<file path="src/rtl/rrt_pkg.sv">
package rrt_pkg;

  localparam int unsigned MaxVerticesDef  = 1024;
  localparam int unsigned MaxObstaclesDef = 64;

  localparam logic [15:0] StartXRst   = 16'd32768;
  localparam logic [15:0] StartYRst   = 16'd6554;
  localparam logic [15:0] GoalXRst    = 16'd32768;
  localparam logic [15:0] GoalYRst    = 16'd58982;
  localparam logic [16:0] StepRngRst  = 17'd3277;
  localparam logic [16:0] GoalRadRst  = 17'd6554;
  localparam logic [15:0] SpacingRst  = 16'd328;
  localparam logic [9:0]  IterLimRst  = 10'd1000;

  localparam logic [2:0] CfgStartX  = 3'd0;
  localparam logic [2:0] CfgStartY  = 3'd1;
  localparam logic [2:0] CfgGoalX   = 3'd2;
  localparam logic [2:0] CfgGoalY   = 3'd3;
  localparam logic [2:0] CfgStepRng = 3'd4;
  localparam logic [2:0] CfgGoalRad = 3'd5;
  localparam logic [2:0] CfgSpacing = 3'd6;
  localparam logic [2:0] CfgIterLim = 3'd7;

  localparam logic [1:0] OpRestart = 2'd0;
  localparam logic [1:0] OpAppend  = 2'd1;
  localparam logic [1:0] OpClear   = 2'd2;
  localparam logic [1:0] OpExtend  = 2'd3;

  localparam logic [2:0] StRestarted = 3'd0;
  localparam logic [2:0] StStored    = 3'd1;
  localparam logic [2:0] StFull      = 3'd2;
  localparam logic [2:0] StCleared   = 3'd3;
  localparam logic [2:0] StCollision = 3'd4;
  localparam logic [2:0] StAdded     = 3'd5;
  localparam logic [2:0] StGoal      = 3'd6;
  localparam logic [2:0] StLimit     = 3'd7;

  // request to / answer from the shared divide and square-root unit
  typedef struct packed {
    logic        start;
    logic        is_sqrt;
    logic [33:0] num;
    logic [16:0] den;
  } alu_req_t;

  typedef struct packed {
    logic        done;
    logic [33:0] quo;
  } alu_rsp_t;

endpackage

</file>
<file path="src/rtl/rrt_alu.sv">
module rrt_alu (
  input  logic              clk,
  input  logic              rst_n,
  input  rrt_pkg::alu_req_t req,
  output rrt_pkg::alu_rsp_t rsp
);

  logic        busy_r, busy_nxt;
  logic        sq_r, sq_nxt;
  logic [5:0]  cnt_r, cnt_nxt;
  logic [33:0] num_r, num_nxt;
  logic [35:0] rem_r, rem_nxt;
  logic [33:0] q_r, q_nxt;
  logic [16:0] den_r, den_nxt;
  logic        done_r, done_nxt;
  logic [35:0] trial;
  logic [35:0] shr;

  always_comb begin
    busy_nxt = busy_r; sq_nxt = sq_r; cnt_nxt = cnt_r; num_nxt = num_r;
    rem_nxt = rem_r; q_nxt = q_r; den_nxt = den_r; done_nxt = 1'b0;
    shr = 36'd0; trial = 36'd0;
    if (req.start) begin
      busy_nxt = 1'b1; sq_nxt = req.is_sqrt; num_nxt = req.num; den_nxt = req.den;
      rem_nxt = 36'd0; q_nxt = 34'd0;
      cnt_nxt = req.is_sqrt ? 6'd17 : 6'd34;
    end else if (busy_r) begin
      if (sq_r) begin
        shr   = {rem_r[33:0], num_r[33:32]};
        trial = {q_r[33:0], 2'b01};
        num_nxt = {num_r[31:0], 2'b00};
        if (shr >= trial) begin
          rem_nxt = shr - trial; q_nxt = {q_r[32:0], 1'b1};
        end else begin
          rem_nxt = shr; q_nxt = {q_r[32:0], 1'b0};
        end
      end else begin
        shr   = {rem_r[34:0], num_r[33]};
        trial = {19'd0, den_r};
        num_nxt = {num_r[32:0], 1'b0};
        if (shr >= trial) begin
          rem_nxt = shr - trial; q_nxt = {q_r[32:0], 1'b1};
        end else begin
          rem_nxt = shr; q_nxt = {q_r[32:0], 1'b0};
        end
      end
      cnt_nxt = cnt_r - 6'd1;
      if (cnt_r == 6'd1) begin
        busy_nxt = 1'b0; done_nxt = 1'b1;
      end
    end
  end

  always_ff @(posedge clk) begin
    if (!rst_n) begin
      busy_r <= 1'b0; done_r <= 1'b0;
    end else begin
      busy_r <= busy_nxt; done_r <= done_nxt;
    end
    sq_r <= sq_nxt; cnt_r <= cnt_nxt; num_r <= num_nxt;
    rem_r <= rem_nxt; q_r <= q_nxt; den_r <= den_nxt;
  end

  assign rsp.done = done_r;
  assign rsp.quo  = q_r;

endmodule

</file>
<file path="config.mk">
export PLATFORM = sky130hd
export DESIGN_NAME = rrt_alu
export DESIGN_NICKNAME = d
export VERILOG_FILES = /design/src/rtl/rrt_pkg.sv /design/src/rtl/rrt_alu.sv
export SDC_FILE = /design/constraint.sdc
export NUM_CORES = 1
export LEC_CHECK = 0
export ABC_AREA = 1
export BUFFER_PORTS_ARGS = -buffer_cell sky130_fd_sc_hd__buf_2
export CORE_ASPECT_RATIO = 1.2
export CORE_MARGIN = 3
export CORE_UTILIZATION = 53
export DETAILED_ROUTE_END_ITERATION = 16
export HOLD_SLACK_MARGIN = 0.06
export PLACE_DENSITY = 0.69
export SLEW_MARGIN = 20
export SYNTH_ARGS = -nofsm -noshare
export SYNTH_HDL_FRONTEND = slang
export SYNTH_SLANG_ARGS = --single-unit
export TNS_END_PERCENT = 20
</file>
<file path="constraint.sdc">
create_clock -name clk -period 4.7 [get_ports clk]
set_clock_uncertainty 0.15 [all_clocks]
set_input_delay 0.235 -clock clk [delete_from_list [all_inputs] [get_ports clk]]
set_output_delay 0.235 -clock clk [all_outputs]
set_load 0.02 [all_outputs]
</file>
* After elaboration in Yosys (flattened, before gate mapping) *
Index checks and enable logic that the tools add are counted.

storage, ports and cells
  register bits after elaboration = 129
  output and inout port bits = 35

cells by class
  $add $sub $neg = 3
  magnitude comparators = 2
  muxes and demuxes = 16
  reductions and logical operators = 2
  equal/unequal tests = 1
  bitwise operators = 2

operators with widths
  operator                                           count
  two-way mux 35 bit                                 3
  two-way mux 34 bit                                 3
  >= comparator 36 x 17 -> 1 bit                     1
  >= comparator 36 bit                               1
  subtractor 35 x 17 -> 35 bit                       1
  subtractor 35 bit                                  1
  two-way mux 6 bit                                  3
  two-way mux 1 bit                                  7
  == test 6 x 1 -> 1 bit (second input constant)     1
  subtractor 6 x 1 -> 6 bit (second input constant)  1
  OR reduction 3 bit                                 1
  inverter 1 bit                                     2
  nonzero test 2 bit                                 1

* Logic depth before layout (Yosys ltp) *
Gate-level depths: netlist of the first run.

  depth after elaboration = 4
  gate-level depth with buffers = 20
  depth with buffers taken out = 19

* Worst setup path before layout of the first run *
Ideal clock, no wire load.

  kind = register to register
  start = register busy_r
  end = register cnt_r[0], enable pin
  cell stages (with the launch flop) = 5
  buffers on the path = 2
  required time = 4.130 ns
  clock period less this slack = 2.624 ns
  arrival time = 2.054 ns
  library setup time = 0.420 ns
  setup slack = 2.076 ns
  cell sequence = dfxtp_1 clkbuf_1 nor2_1 clkinv_1 buf_1

between the ends
  cells in the longest elaborated chain, start to end = 1

ends and longest elaborated chain
  element                       line           RTL
  from (decl)                   rrt_alu.sv:8   logic busy_r, busy_nxt;
  from (signal assigned)        rrt_alu.sv:58  busy_r <= busy_nxt; done_r <= done_nxt;
  nonzero test 2 bit (no line)  n/a
  to (signal assigned)          rrt_alu.sv:60  sq_r <= sq_nxt; cnt_r <= cnt_nxt; num_r <= num_nxt;
  to (decl)                     rrt_alu.sv:10  logic [5:0] cnt_r, cnt_nxt;

No other way between the ends.
A chain may end at the register's enable or synchronous reset.

* Worst setup path after layout of the first run *
  start = register num_r[33]
  end = register rem_r[7]

between the ends
  cells in the longest elaborated chain, start to end = 3
  elaborated cells between the ends (all ways) = 7

ends and longest elaborated chain
  element                                                     line                          RTL
  from (decl)                                                 rrt_alu.sv:11                 logic [33:0] num_r, num_nxt;
  from (signal assigned)                                      rrt_alu.sv:60
  subtractor 35 x 17 -> 35 bit, or another cell as far along  rrt_alu.sv:42                 rem_nxt = shr - trial; q_nxt = {q_r[32:0], 1'b1};
  two-way mux 35 bit, on equally long branches                rrt_alu.sv:41, rrt_alu.sv:32
  two-way mux 35 bit (*)                                      rrt_alu.sv:28                 if (sq_r) begin
  to (signal assigned)                                        rrt_alu.sv:61                 rem_r <= rem_nxt; q_r <= q_nxt; den_r <= den_nxt;
  to (decl)                                                   rrt_alu.sv:12                 logic [35:0] rem_r, rem_nxt;

Every way passes the cells marked *; elsewhere a longest branch is shown, timed or not.

==> results.md, run 1 <==
- R2R setup slack: 1340 ps
- Clock tree root driver cell: clkbuf_16
- Most used flip-flop cell after synthesis: dfxtp_1
- CTS Hold Bufs: 53
- Die Width: 134 um
- Crit-path max FO: 35
- Number of global-route vias before repair: 10800
- Final #Nets: 1925
- Worst min-delay path category: in -> reg
- Worst setup EP type: flip-flop
- Syn_area_per_cell: 6.17 um2
- Ys Warns: 0
- Clock Latency Late Sink: 440 ps
- Commonest cells after routing, fill and taps aside: nand2_1, inv_1, nor2_1
- Clk sink count: 129
- Post-layout util: 63.6%
- Status: complete, no violations
- RSZ-0062 raised after global routing: false
- Largest net degree at the start of global routing: 61
- Layout cell share with drive strength beyond 1: 9.20%
- Gate power share: 66.9%
- DRT antenna net count: 0
- Avg WL per Cell: 15.9 um
- Clock Tree Buf Depth: 2
- Filler Cell Count: 1896
- Post-CTS setup buffer count: 0
- Synthesized area: 10500 um2
- Ports: 90
- Pint: 4.00 mW
- Htree depth: 4
- Final setup violation count: 0
- FMAX: 0.297 GHz
- CP startpoint kind: flip-flop
- Clk slew on worst S/H paths: 70 ps
- Switch Pwr: 4.92 mW
- Post-CTS resize count: 0
- Most common cell after layout, fill and taps aside: nand2_1
- Residual DRC: 0
- Final Cell Area: 12200 um2
- Minimum clock period: 3360 ps
- DP HPWL: 25100 um
- Part of the power in registers: 17.5%
- Initial drt markers: 886
- Switching share of power: 55.2%
- Post-synth EDFFs: 58
- Total track usage: 31.0%
- # diodes: 0
- FF+latch count, synth: 129
- Clock power frac: 15.6%
- Slew Viols, Final: 0
- Final period util: 71.5%
- Via/cell ratio: 5.34
- Core area: 19100 um2
- Power per cell area: 733 nW/um2
- Seq/Total Area, Yosys: 30.3%
- I/O Buffers: 89
- Pre-antenna DRT Iters: 5
- Hold Path Sink: rem_r[24]$_SDFFE_PP0P_
- Netlist cell types: 40
- Final TNS setup: 0 ps
- Req. time, crit path: 4880 ps
- Hold_sp: req[52]
- Finished Layout Cells: 2083
- CTS tree: yes
- Number of max-cap violations: 0
- Kind of critical path: reg -> reg
- Leakage power: 6.35 nW
- Final GP Congestion: 0.963
- Row Count: 55
- Initial antenna violation count: 0
- Async S/R FF share, synth: 0%
- Overall power: 8.92 mW
- Cell count after synthesis: 1694
- Hold Path Cell Cnt: 5
- Worst R2R Start: num_r[33]$_DFFE_PP_
- Post-Route WL: 33100 um
- Area growth syn-to-layout: 16.4%
- Relative slew slack: 27.1%
- Critical Path Start: num_r[33]$_DFFE_PP_
- First-pass GRT wire length: 53500 um
- Total nets after synthesis: 1805
- Worst-margin pin slew: 1090 ps
- Via count: 11100
- Hold Vio Cnt, Final: 0
- Height of the die: 160 um
- Post-place instance area: 11000 um2
- CP Data Arrival Time: 3540 ps
- Initial core utilization: 54.7%
- Gr ovfl total: 0
- Die area: 21500 um2
- FF-to-FF path depth: 19
- Num CTS Buffers: 17
- FF-to-FF End: rem_r[7]$_SDFFE_PP0P_
- Max IR drop VDD: 0.455 mV
- Placed cells: 1998
==> synth_stat cells (all sizes together) (3+ instances only) <==
master	number	area (um2)
o22ai	34	213
nand2	623	2370
edfxtp	58	1740
xor2	30	263
o21bai	4	30.0
nor2	198	778
xnor2	5	43.8
nand4	33	206
a21oi	111	593
nor3	17	85.1
or2	3	18.8
inv	240	901
nand3	108	558
clkbuf	29	109
ha	55	688
dfxtp	71	1420
o21ai	43	215
buf	20	128
==> flip-flops by register name (all words and copies together) (netlist names) <==
name    cells
sq_r        1
busy_r      1
num_r      34
rem_r      35
q_r        34
done_r      1
den_r      17
cnt_r       6
==> metrics by stage <==
stage               worst slack (ps)  hold slack [ps]
floorplan                       2080              184
global placement                1470              261
detailed placement              1430              263
CTS                             1390              152
global route                    1070              176
finish                          1340              162
==> worst max path at each step <==
| stage | to | slack, ps | cells past startpoint |
|---|---|---|---|
| after global routing | rem_r[14]$_SDFFE_PP0P_ | 1070 | 19 |
| after CTS | rem_r[7]$_SDFFE_PP0P_ | 1390 | 19 |
| final | rem_r[7]$_SDFFE_PP0P_ | 1340 | 19 |
| after detailed placement | rem_r[7]$_SDFFE_PP0P_ | 1430 | 19 |
| after floorplan | cnt_r[0]$_DFFE_PP_ | 2080 | 4 |
| after global placement | rem_r[2]$_SDFFE_PP0P_ | 1470 | 19 |
==> critical path: stages (launching register included) <==
cell and delay, ps:
edfxtp_1 340, inv_1 170, ha_1 320, fa_1 430, inv_1 180, nand3_1 100, nand2_1 140, nand2_1 70
nand2_1 130, nand2_1 90, nand2_2 100, nand2_4 110, nand3_4 320, inv_2 210, nand2_1 100, nand2_1 50
nand2_1 60, nand2_1 60, nor2_1 100, nor2_1 40
==> cells by family after synthesis <==
group / Yosys count / synth area share (%)
and+or+nand+nor: 989 / 38.9
adders and majority gates: 56 / 6.77
AOI/OAI and AO/OA: 195 / 10.3
xor gates and xnor gates: 35 / 2.93
buffers and inverters: 290 / 10.9
DFF: 129 / 30.3
==> power groups by stage <==
stage | clock network (mW) | logic (mW) | registers [mW]
floorplan | 0 | 4.62 | 1.48
global placement | 0 | 5.81 | 1.57
global route | 1.45 | 6.74 | 1.57
detailed placement | 0 | 5.82 | 1.58
CTS | 1.40 | 5.90 | 1.55
finish | 1.39 | 5.97 | 1.56
==> layer usage <==
layer	part of all wire [%]	GRT usage (%)	up-vias
li1	-	-	5632
met1	39	35.7	5017
met4	5.7	16.4	0
met5	0	0	-
met3	5.3	3.53	98
met2	50	55.6	382
==> area by class of cell <==
| class | count | area [um2] | area share (%) |
|---|---|---|---|
| clock inverter | 14 | 168 | 1.38 |
| inverter | 241 | 906 | 7.44 |
| sequential | 129 | 3160 | 26.0 |
| tap | 256 | 320 | 2.63 |
| multi-input combinational | 1275 | 6150 | 50.5 |
| clock buffer | 18 | 429 | 3.53 |
| timing repair buffer | 150 | 1040 | 8.51 |
No activity file was read; power rests on OpenSTA's default activity.
==> run 2: changes to the inputs <==
- PLACE_DENSITY: 0.69 -> 0.72
- clock period: 4.7 -> 2.92 ns (I/O delays scaled with it)
==> results.md, run 2 (synthesis results as in run 1) <==
- Status: complete, no violations (unchanged)
- FF-to-FF path depth: 19 (unchanged)
- Kind of critical path: reg -> reg (unchanged)
- Initial antenna violation count: 0 (unchanged)
- Filler Cell Count: 1871 (was 1896)
- Post-Route WL: 33400 um (was 33100 um)
- Residual DRC: 0 (unchanged)
- Largest net degree at the start of global routing: 59 (was 61)
- Pre-antenna DRT Iters: 5 (unchanged)
- DP HPWL: 25000 um (was 25100 um)
- Hold Vio Cnt, Final: 0 (unchanged)
- Htree depth: 4 (unchanged)
- RSZ-0062 raised after global routing: false (unchanged)
- Area growth syn-to-layout: 20.4% (was 16.4%)
- Req. time, crit path: 3080 ps (was 4880 ps)
- Overall power: 15.3 mW (was 8.92 mW)
- # diodes: 0 (unchanged)
- Final TNS setup: 0 ps (unchanged)
- Clock Tree Buf Depth: 2 (unchanged)
- Initial core utilization: 54.7% (unchanged)
- Total track usage: 30.7% (was 31.0%)
- Number of global-route vias before repair: 10900 (was 10800)
- Final GP Congestion: 0.960 (was 0.963)
- Max FFs per register: 35 (unchanged)
- Most common cell after layout, fill and taps aside: nand2_1 (unchanged)
- Commonest cells after routing, fill and taps aside: nand2_1, inv_1, nor2_1 (unchanged)
- Via count: 11400 (was 11100)
- DRT antenna net count: 0 (unchanged)
- CP endpoint: rem_r[4]$_SDFFE_PP0P_ (was rem_r[7]$_SDFFE_PP0P_)
- Pint: 6.94 mW (was 4.00 mW)
- Switch Pwr: 8.32 mW (was 4.92 mW)
- Number of max-cap violations: 0 (unchanged)
- Layout cell share with drive strength beyond 1: 12.1% (was 9.20%)
- FF-to-FF End: rem_r[4]$_SDFFE_PP0P_ (was rem_r[7]$_SDFFE_PP0P_)
- Clk slew on worst S/H paths: 70 ps (about the same)
- Core area: 19100 um2 (unchanged)
- Critical Path Start: num_r[33]$_DFFE_PP_ (unchanged)
- Die area: 21500 um2 (unchanged)
- Num CTS Buffers: 17 (unchanged)
- Worst-margin pin slew: 1090 ps (about the same)
- Worst R2R Start: num_r[33]$_DFFE_PP_ (unchanged)
- Minimum clock period: 2740 ps (was 3360 ps)
- CTS tree: yes (unchanged)
- Via/cell ratio: 5.35 (was 5.34)
- Clk sink count: 129 (unchanged)
- Hold_sp: req[52] (unchanged)
- Clock tree root driver cell: clkbuf_16 (unchanged)
- Height of the die: 160 um (unchanged)
- Power per cell area: 1210 nW/um2 (was 733 nW/um2)
- Switching share of power: 54.5% (was 55.2%)
- Largest Register: rem_r (unchanged)
- Worst setup EP type: flip-flop (unchanged)
- I/O Buffers: 89 (unchanged)
- Gr ovfl total: 0 (unchanged)
- Avg WL per Cell: 15.7 um (was 15.9 um)
- Final setup violation count: 0 (unchanged)
- First-pass GRT wire length: 52600 um (was 53500 um)
- Max IR drop VDD: 0.648 mV (was 0.455 mV)
- Clock Latency Late Sink: 430 ps (was 440 ps)
- Final period util: 93.7% (was 71.5%)
- Crit-path max FO: 13 (was 35)
- Metal2 WL: 16500 um (was 16600 um)
- Worst min-delay path category: in -> reg (unchanged)
- Row Count: 55 (unchanged)
- Leading registers by flop count: rem_r x35, num_r x34, q_r x34 (unchanged)
- DR top layer: met4 (unchanged)
- Die Width: 134 um (unchanged)
- Initial drt markers: 916 (was 886)
- Gate power share: 69.8% (was 66.9%)
- CP Data Arrival Time: 2900 ps (was 3540 ps)
- R2R setup slack: 180 ps (was 1340 ps)
- Ports: 90 (unchanged)
- CP startpoint kind: flip-flop (unchanged)
- Register area: 3160 um2 (unchanged)
- Slew Viols, Final: 0 (unchanged)
- Part of the power in registers: 15.9% (was 17.5%)
- Post-layout util: 65.8% (was 63.6%)
- FMAX: 0.366 GHz (was 0.297 GHz)
- M1 wire length: 13100 um (was 12800 um)
- Relative slew slack: 27.4% (was 27.1%)
- Met3 WL post-DR: 1850 um (was 1760 um)
- Footprint of the multi-input gates: 6180 um2 (was 6150 um2)
- Leakage power: 6.59 nW (was 6.35 nW)
- Final #Nets: 1977 (was 1925)
- Clock power frac: 14.3% (was 15.6%)
## run 2: how the worst min path moves through the flow
stage	end	slack (ps)	depth (start not counted)
global route	rem_r[19]$_SDFFE_PP0P_	110	4
global placement	den_r[9]$_DFFE_PP_	170	1
detailed placement	den_r[3]$_DFFE_PP_	170	1
finish	rem_r[19]$_SDFFE_PP0P_	80	4
floorplan	den_r[0]$_DFFE_PP_	90	0
CTS	rem_r[19]$_SDFFE_PP0P_	170	5
## run 2: per-layer routing
layer  vias up  GRT usage (%)
li1       5742              -
met1      5143           35.4
met2       425           53.9
met3       107           4.38
met4         0           17.2
met5         -              0
## run 2: power by group through the flow
stage	sequential [mW]	combinational (mW)	clock (mW)
finish	2.42	10.7	2.18
global route	2.44	11.8	2.27
CTS	2.42	10.3	2.19
detailed placement	2.46	10.0	0
global placement	2.45	9.94	0
floorplan	2.39	7.44	0
## run 2: critical path, stage by stage (launching register included)
cell and delay (ps):
edfxtp_1 380, inv_1 90, ha_2 220, fa_2 360, inv_2 110, nand3_1 90
nand2_2 110, nand2_1 70, nand2_2 90, nand2_1 70, nand2_2 100, nand2_4 100
nand3_4 160, inv_4 110, nand2_1 70, nand2_1 40, nand2_1 50, nand2_1 60
nor2_1 130, nor2_1 50
## run 2: cell type report
type	instances	area share (%)
multi-input cells	1276	49.1
flip-flops and latches	129	25.1
repair buffers	201	11.4
inverters	241	7.21
clock buffers	18	3.41
well taps	256	2.55
clock inverters	14	1.15
## run 2: timing repair
item	4_1_cts	5_1_grt
buffers inserted	5	2
setup endpoints to repair	25	36
endpoints found under the hold margin	57	0
gates resized for setup	1	8
hold buffers	53	0
gates cloned	0	1
pin swaps	0	1
## run 2: through the flow
| step | cell area (um2) | cells | hold slack, ps | setup WS, ps |
|---|---|---|---|---|
| 3_5_place_dp | 11400 | 2042 | 174 | -34.6 |
| 6_report | 12600 | 2135 | 75.1 | 184 |
| 4_1_cts | 12500 | 2132 | 170 | 2.63 |
| 2_1_floorplan | 10500 | 1694 | 94.9 | 296 |
| 5_1_grt | 12600 | 2135 | 110 | 12.9 |
| 3_3_place_gp | 11400 | 2042 | 172 | -3.33 |
